## src/tcf_pkg.sv

```systemverilog
`timescale 1ns / 1ps
// Package for the tagged chunk finder: result record and header position codes.
// Used by tagged_chunk_finder and tcf_checker; depends on nothing else.
package tcf_pkg;

  localparam logic STATUS_FOUND     = 1'b0;
  localparam logic STATUS_NOT_FOUND = 1'b1;

  localparam logic [3:0] HDR_TAG_FIRST  = 4'd0;
  localparam logic [3:0] HDR_LEN_FIRST  = 4'd4;
  localparam logic [3:0] HDR_LEN_LAST   = 4'd7;
  localparam logic [3:0] HDR_SKIP       = 4'd8;

  typedef struct packed {
    logic        status;
    logic [31:0] payload_offset;
    logic [31:0] payload_length;
  } result_t;

endpackage

```

## src/tagged_chunk_finder.sv

```systemverilog
`timescale 1ns / 1ps
// Each result is registered before it appears on the out_ port.
// Throughput: one byte beat per cycle; in_stall rises only when a result is held in
// the output register and a second one in the skid register.
// Reset (rst_n low, synchronous) clears the target tag, the scan state and the valid
// flags of both result registers. Depends on tcf_pkg.
module tagged_chunk_finder (
  input  logic        clk,
  input  logic        rst_n,
  input  logic        cfg_wr_en,
  input  logic [31:0] cfg_wr_data,
  input  logic        in_valid,
  output logic        in_stall,
  input  logic [7:0]  in_data_byte,
  input  logic        in_last_byte,
  output logic        out_valid,
  input  logic        out_stall,
  output logic        out_status,
  output logic [31:0] out_payload_offset,
  output logic [31:0] out_payload_length
);

  logic [31:0] target_tag_r;
  logic [3:0]  hdr_idx_r, hdr_idx_nxt;
  logic [31:0] tag_r, tag_nxt;
  logic [31:0] len_r, len_nxt;
  logic [31:0] skip_r, skip_nxt;
  logic [31:0] pos_r, pos_nxt;
  logic        done_r, done_nxt;

  tcf_pkg::result_t res;
  logic             res_vld;
  tcf_pkg::result_t out_r, skid_r;
  logic             out_vld_r, skid_vld_r;

  logic accept;
  logic out_free;
  logic [31:0] len_full;

  assign accept   = in_valid && !in_stall;
  assign out_free = !out_vld_r || !out_stall;
  assign in_stall = skid_vld_r;

  always_comb begin
    len_full = len_r;
    case (hdr_idx_r[1:0])
      2'd0: len_full[7:0]   = in_data_byte;
      2'd1: len_full[15:8]  = in_data_byte;
      2'd2: len_full[23:16] = in_data_byte;
      default: len_full[31:24] = in_data_byte;
    endcase
  end

  always_comb begin
    hdr_idx_nxt = hdr_idx_r;
    tag_nxt     = tag_r;
    len_nxt     = len_r;
    skip_nxt    = skip_r;
    pos_nxt     = pos_r + 32'd1;
    done_nxt    = done_r;
    res_vld     = 1'b0;
    res.status         = tcf_pkg::STATUS_FOUND;
    res.payload_offset = pos_nxt;
    res.payload_length = len_full;

    if (!done_r) begin
      if (hdr_idx_r < tcf_pkg::HDR_LEN_FIRST) begin
        if (hdr_idx_r == tcf_pkg::HDR_TAG_FIRST) begin
          tag_nxt = {24'd0, in_data_byte};
          len_nxt = '0;
        end else begin
          case (hdr_idx_r[1:0])
            2'd1: tag_nxt[15:8]  = in_data_byte;
            2'd2: tag_nxt[23:16] = in_data_byte;
            default: tag_nxt[31:24] = in_data_byte;
          endcase
        end
        hdr_idx_nxt = hdr_idx_r + 4'd1;
      end else if (hdr_idx_r <= tcf_pkg::HDR_LEN_LAST) begin
        len_nxt     = len_full;
        hdr_idx_nxt = hdr_idx_r + 4'd1;
        if (hdr_idx_r == tcf_pkg::HDR_LEN_LAST) begin
          if (tag_r == target_tag_r) begin
            res_vld  = 1'b1;
            done_nxt = 1'b1;
          end else if (len_full == 32'd0) begin
            hdr_idx_nxt = tcf_pkg::HDR_TAG_FIRST;
          end else begin
            skip_nxt = len_full;
          end
        end
      end else if (hdr_idx_r == tcf_pkg::HDR_SKIP) begin
        skip_nxt = skip_r - 32'd1;
        if (skip_r == 32'd1) begin
          hdr_idx_nxt = tcf_pkg::HDR_TAG_FIRST;
        end
      end else begin
        hdr_idx_nxt = tcf_pkg::HDR_TAG_FIRST;
      end
    end

    if (in_last_byte) begin
      if (!done_nxt) begin
        res_vld            = 1'b1;
        res.status         = tcf_pkg::STATUS_NOT_FOUND;
        res.payload_offset = '0;
        res.payload_length = '0;
      end
      hdr_idx_nxt = tcf_pkg::HDR_TAG_FIRST;
      tag_nxt     = '0;
      len_nxt     = '0;
      skip_nxt    = '0;
      pos_nxt     = '0;
      done_nxt    = 1'b0;
    end
  end

  always_ff @(posedge clk) begin
    if (!rst_n) begin
      target_tag_r <= '0;
      hdr_idx_r    <= tcf_pkg::HDR_TAG_FIRST;
      tag_r        <= '0;
      len_r        <= '0;
      skip_r       <= '0;
      pos_r        <= '0;
      done_r       <= 1'b0;
    end else begin
      if (cfg_wr_en) begin
        target_tag_r <= cfg_wr_data;
      end
      if (accept) begin
        hdr_idx_r <= hdr_idx_nxt;
        tag_r     <= tag_nxt;
        len_r     <= len_nxt;
        skip_r    <= skip_nxt;
        pos_r     <= pos_nxt;
        done_r    <= done_nxt;
      end
    end
  end

  // The skid register catches a result while the output register is stalled.
  always_ff @(posedge clk) begin
    if (!rst_n) begin
      out_vld_r  <= 1'b0;
      skid_vld_r <= 1'b0;
    end else if (skid_vld_r) begin
      if (out_free) begin
        out_vld_r  <= 1'b1;
        skid_vld_r <= 1'b0;
      end
    end else if (accept && res_vld) begin
      if (out_free) begin
        out_vld_r <= 1'b1;
      end else begin
        skid_vld_r <= 1'b1;
      end
    end else if (out_free) begin
      out_vld_r <= 1'b0;
    end
  end

  always_ff @(posedge clk) begin
    if (skid_vld_r) begin
      if (out_free) begin
        out_r <= skid_r;
      end
    end else if (accept && res_vld) begin
      if (out_free) begin
        out_r <= res;
      end else begin
        skid_r <= res;
      end
    end
  end

  assign out_valid          = out_vld_r;
  assign out_status         = out_r.status;
  assign out_payload_offset = out_r.payload_offset;
  assign out_payload_length = out_r.payload_length;

endmodule

```

## config.mk

```make
export PLATFORM = sky130hd
export DESIGN_NAME = tagged_chunk_finder
export DESIGN_NICKNAME = d
export VERILOG_FILES = /design/src/tcf_pkg.sv /design/src/tagged_chunk_finder.sv
export SDC_FILE = /design/constraint.sdc
export NUM_CORES = 1
export LEC_CHECK = 0
export ABC_CLOCK_PERIOD_IN_PS = 5300
export BUFFER_PORTS_ARGS = -buffer_cell sky130_fd_sc_hd__buf_2
export CAP_MARGIN = 20
export CORE_MARGIN = 8
export CORE_UTILIZATION = 44
export DETAILED_ROUTE_END_ITERATION = 10
export PLACE_DENSITY = 0.71
export REMOVE_ABC_BUFFERS = 1
export SYNTH_ARGS = -nofsm -noshare
export SYNTH_HDL_FRONTEND = slang
export SYNTH_SLANG_ARGS = --single-unit
export TNS_END_PERCENT = 20
```

## constraint.sdc

```tcl
create_clock -name clk -period 5.3 [get_ports clk]
set_clock_uncertainty 0.1 [all_clocks]
set_input_delay 0.53 -clock clk [delete_from_list [all_inputs] [get_ports clk]]
set_output_delay 0.53 -clock clk [all_outputs]
set_load 0.005 [all_outputs]
```

==> impl_metrics.tcl, run 1 <==
set metrics [dict create \
    grt_max_degree 76 \
    firstDrtPassIters 5 \
    root_buffer "clkbuf_16" \
    globalRouteOverflowTotal 0 \
    fin_nets 1533 \
    num_antenna_cells 0 \
    synth_async_sr_flop_share_pct 0 \
    ys_seq_elements 297 \
    row_count 65 \
    synth_top_cell_by_area "edfxtp_1" \
    hold_violations 0 \
    rsz0062_at_grt "false" \
    cts_htree_levels 1 \
    clock_path_buffers 3 \
    hold_buffers 0 \
    worst-path-buf-inv 1 \
    ant_nets 0 \
    endpoint_kind "flip-flop" \
    cts_tree "built" \
    worst_pin_slew_ps 1020 \
    max-slew-margin-rel_pct 31.84 \
    crit_slowest_cell "nor4_1" \
    track_usage_pct 17.70 \
    die_w_um 193.7 \
    crit_arrival_ps 3680 \
    die_area_um2 37520 \
    dpl.hpwl_um 23150 \
    syn_area_per_cell_um2 9.723 \
    pin_count 113 \
    layout_commonest_cell "nor2_1" \
    cts_setup_buffers 0 \
    clock_sink_count 297 \
    synth_top_area_share_pct 28.10 \
    grt_pass1_vias 10520 \
    synthCells 1429 \
    synth_cell_types 68 \
    worstSkewPairLatency_ps 560 \
    synth_edf_count 130 \
    fin_crit_sh_pct 68.24 \
    period_minus_slack_ps 3617 \
    synth_flop_cell "dfxtp_1" \
    final_cell_mix "nor2_1 (240), dfxtp_1 (166), edfxtp_1 (130)" \
    crit_chain "xnor2_1, nand4_1, nor4_1, nand3_1, a211oi_1, nor2_1, a21oi_4, buf_4" \
    yosysWarnings 0 \
    gp_congestion 0.8845 \
    path_clk_slew_ps 60 \
    cts_resized 0 \
    cts_made_buffers 31 \
    outcome "complete, no violations" \
    core_area_um2 31310 \
    grt_pass1_wl_um 55750 \
    pre_cts_slack_ps 1643 \
    register_area_um2 7251 \
    power_density_nw_per_um2 324.4 \
    drive_gt1_share_pct 14.90 \
    die_h_um 193.7 \
    cp_data_required_time_ps 5370 \
    hp-class "primary input to flip-flop" \
    drcViolationCount 0 \
    crit_family "simple AND/OR/NAND/NOR gates" \
    critPathKind "flip-flop to flip-flop" \
    synth_area_um2 13890 \
    start_kind "flip-flop" \
    final_area_um2 15730 \
    fill_cells 2842 \
    start_util_pct 44.38 \
    maxSlewViolCount 0 \
    ys_top_cells_by_area "edfxtp_1 (28%), dfxtp_1 (24%), nor2_1 (6.5%)" \
    slowest_delay_ps 780 \
    max_freq_mhz 276.5 \
    crit_path_max_fanout 65 \
    drt_iter0_drc 911 \
    place_area_um2 14660 \
    power_leakage_uw 0.005703 \
    ir_drop_mv 0.2490 \
    routed_via_density 5.685 \
    multi_input_area_um2 6187 \
    syn_to_final_growth_pct 13.19 \
    worst_slack_ps 1683 \
    seq_area_frac_synth_pct 52.16 \
    detail_route.wl_per_cell_um 18.11 \
    wl_um 34510 \
    numPortBuffers 112 \
    maxCapViolCount 0 \
    grt_antenna_before_repair 0 \
    finalSetupViolCount 0 \
    via_count 10830 \
]
worst paths after layout:
kind / start / endpoint / slack, ps / cells after the start
max: target_tag_r[5] / out_payload_length[21] / 1680 / 8
min: cfg_wr_data[3] / target_tag_r[3] / 100 / 3
max reg2reg: target_tag_r[5] / out_payload_length[21] / 1680 / 8
min reg2reg: tag_r[4] / tag_r[4] / 370 / 2
area by class of cell:
class / count / share of cell area, %
Multi-Input combinational cell: 1013 / 39.34
Timing Repair Buffer: 124 / 4.296
Inverter: 12 / 0.3023
Clock buffer: 46 / 5.887
Tap cell: 402 / 3.198
Sequential cell: 297 / 46.10
Clock inverter: 11 / 0.8751
metal layers:
layer  routed length (µm)  share of wire (%)  vias up  global-route usage (%)
li1                     -                  -     5227                       -
met3                 2179                6.3       73                   3.818
met2                16480                 48      339                   29.29
met5                    0                  0        -                       0
met1                14870                 43     5191                   22.58
met4                  977                2.8        0                   6.243
through the flow:
step / TNS, ps / util (%) / hold slack (ps) / power [µW] / cells
final: 0 / 50.23 / 102.0 / 5102 / 1905
after global routing: 0 / 50.23 / 112.3 / 5274 / 1905
after CTS: 0 / 50.23 / 93.16 / 5143 / 1905
after detailed placement: 0 / 46.83 / 360.9 / 2905 / 1848
after global placement: 0 / 46.83 / 354.9 / 2898 / 1848
after floorplan: -69430 / - / 342.6 / 2745 / 1322
cell usage after synthesis (38+ instances only):
library cell and n:
o31ai_1 57, nor2_1 240, a21oi_1 72, edfxtp_1 130, mux2i_1 80, nand2_1 127
a22oi_1 38, o21ai_0 46, dfxtp_1 167, xnor2_1 54, clkbuf_1 88
sequential cells by signal, indices dropped and copies added (netlist names):
register,count
pos_r,32
skip_r,32
out_payload_length,32
done_r,1
hdr_idx_r,4
skid_r,65
out_status,1
out_valid,1
len_r,32
in_stall,1
out_payload_offset,32
target_tag_r,32
tag_r,32
worst register-to-register path: cells and delay by family (launching register included):
family                 cells  cell delay (ps)
AO/OA/AOI/OAI              2              530
XOR/XNOR                   1              210
buffers and inverters      1              630
flip-flops                 1              330
AND/OR/NAND/NOR            4             1320
cell families after synthesis:
| logic type | synth area share, % |
|---|---|
| buffers and inverters | 3.404 |
| AOI/OAI and AO/OA | 13.54 |
| xor gates and xnor gates | 4.160 |
| DFF | 52.16 |
| adders and majority gates | 0.7204 |
| and+or+nand+nor | 17.90 |
| muxes | 8.113 |
report_power, final:
part | internal, µW | leakage (µW) | switching (µW)
Combinational | 137 | 0.00256 | 262
Sequential | 2430 | 0.00262 | 27.3
Clock | 1350 | 0.000530 | 892
Total | 3920 | 0.00570 | 1180
No activity file was read; power rests on OpenSTA's default activity.
==> inputs of run 2 (changes only) <==
ABC_CLOCK_PERIOD_IN_PS = 3300   (was 5300)
clock period = 3.3 ns   (was 5.3 ns; I/O delays follow)
==> impl_metrics.tcl, run 2 (synthesis gave the netlist of run 1 again) <==
set metrics [dict create \
    cts_tree "built" \
    clock_sink_count 297 \
    cts_htree_levels 2 \
    regMostFlops "skid_r" \
    row_count 65 \
    layout_commonest_cell "nor2_1" \
    max_freq_mhz 328.9 \
    finalSetupViolCount 0 \
    power_leakage_uw 0.005983 \
    via_count 11170 \
    path_clk_slew_ps 50 \
    globalRouteOverflowTotal 0 \
    rsz0062_at_grt "false" \
    drt_iter0_drc 1066 \
    largest_register_ffs 65 \
    routed_via_density 5.667 \
    critPathKind "flip-flop to flip-flop" \
    dpl.hpwl_um 23660 \
    finalPower_uw 8279 \
    worstSkewPairLatency_ps 520 \
    setup_tns_ps 0 \
    max-slew-margin-rel_pct 30.14 \
    die_area_um2 37520 \
    fin_nets 1597 \
    outcome "complete, no violations" \
    maxCapViolCount 0 \
    die_w_um 193.7 \
    crit_slowest_cell "nor4_2" \
    fin_crit_sh_pct 92.12 \
    maxSlewViolCount 0 \
    ir_drop_mv 0.3758 \
    crit_arrival_ps 3130 \
    detail_route.wl_per_cell_um 17.99 \
    cp_data_required_time_ps 3390 \
    hp-class "primary input to flip-flop" \
    grt_pass1_vias 10900 \
    crit_path_max_fanout 38 \
    register_area_um2 7251 \
    numPortBuffers 112 \
    final_cell_mix "nor2_1 (240), dfxtp_1 (166), edfxtp_1 (130)" \
    period_minus_slack_ps 3040 \
    crit_chain "xnor2_1, nand4_1, nor4_2, nand3_1, a211oi_1, nor2_1, a21oi_4, buf_12" \
    wl_um 35470 \
    endpoint_kind "flip-flop" \
    grt_pass1_wl_um 56840 \
    root_buffer "clkbuf_16" \
    slowest_delay_ps 490 \
    start_kind "flip-flop" \
    clock_path_buffers 3 \
    num_antenna_cells 0 \
    grt_max_degree 67 \
    track_usage_pct 18.17 \
    fill_cells 2777 \
    power_density_nw_per_um2 507.6 \
    start_util_pct 44.38 \
    worst_hold_slack_ps 43.43 \
    firstDrtPassIters 5 \
    hold_violations 0 \
    syn_to_final_growth_pct 17.39 \
    worst_pin_slew_ps 1046 \
    cts_made_buffers 35 \
    gp_congestion 0.8847 \
    die_h_um 193.7 \
    core_area_um2 31310 \
    pin_count 113 \
    grt_antenna_before_repair 0 \
    drive_gt1_share_pct 16.19 \
    ant_nets 0 \
    multi_input_area_um2 6200 \
    cts_setup_buffers 0 \
    drcViolationCount 0 \
]
[run 2: cell types whose count changed in the layout (fill, tap and decap cells not counted), moves of 2 or more]
| cell | previous run | this run |
|---|---|---|
| nor4_2 | 0 | 2 |
| bufinv_16 | 3 | 1 |
| buf_4 | 10 | 36 |
| nor4_1 | 18 | 16 |
| clkbuf_8 | 5 | 1 |
| buf_12 | 2 | 4 |
| clkinv_1 | 0 | 5 |
| dlygate4sd3_1 | 0 | 32 |
| clkbuf_16 | 33 | 36 |
[run 2: layout make-up]
class                   instances  share of cell area, %
clock buffers                  45                  5.792
clock inverters                18                 0.8208
inverters                      12                 0.2915
multi-input cells            1013                  38.01
flip-flops and latches        297                  44.45
well taps                     402                  3.084
repair buffers                184                  7.548
[run 2: worst max-delay path, delay by kind of cell, from the launching register on]
kind / cells / cell delay, ps
AND/OR/NAND/NOR: 4 / 1080
AO/OA/AOI/OAI: 2 / 720
flip-flops: 1 / 320
buffers and inverters: 1 / 270
XOR/XNOR: 1 / 170
[run 2: path summary, 6_finish.rpt]
path,from,endpoint,slack [ps],depth (start not counted)
worst max-delay path,tag_r[24],out_payload_length[24],260,8
worst min-delay path,out_stall,in_stall,40,3
worst max register to register,tag_r[24],out_payload_length[24],260,8
worst min register to register,tag_r[2],tag_r[2],370,2
[run 2: timing repair]
action | 4_1_cts | 5_1_grt
hold buffers | 32 | 0
gates resized for setup | 0 | 2
setup endpoints to repair | 0 | 44
endpoints found under the hold margin | 32 | 0
[run 2: metrics by stage]
| stage | cell area, µm² | worst slack [ps] | util [%] | std cells |
|---|---|---|---|---|
| finish | 16310 | 260.0 | 52.09 | 1971 |
| global route | 16310 | 88.84 | 52.09 | 1971 |
| CTS | 16300 | 19.51 | 52.05 | 1971 |
| detailed placement | 14900 | 45.26 | 47.58 | 1876 |
| global placement | 14900 | 116.8 | 47.58 | 1876 |
| floorplan | 13470 | -3068 | - | 1322 |
[run 2: metal layers]
layer,part of all wire [%],vias to the layer above,track usage (%)
li1,-,5368,-
met1,43,5331,22.30
met2,49,387,31.58
met3,6.3,83,3.731
met4,2.5,0,5.787
met5,0,-,0
[run 2: power by group]
| part | leakage, µW | internal [µW] | switching [µW] | total (µW) |
|---|---|---|---|---|
| registers | 0.00262 | 3910 | 41.5 | 3950 |
| logic | 0.00284 | 265 | 443 | 708 |
| clock network | 0.000529 | 2110 | 1510 | 3620 |
| total | 0.00598 | 6280 | 1990 | 8280 |
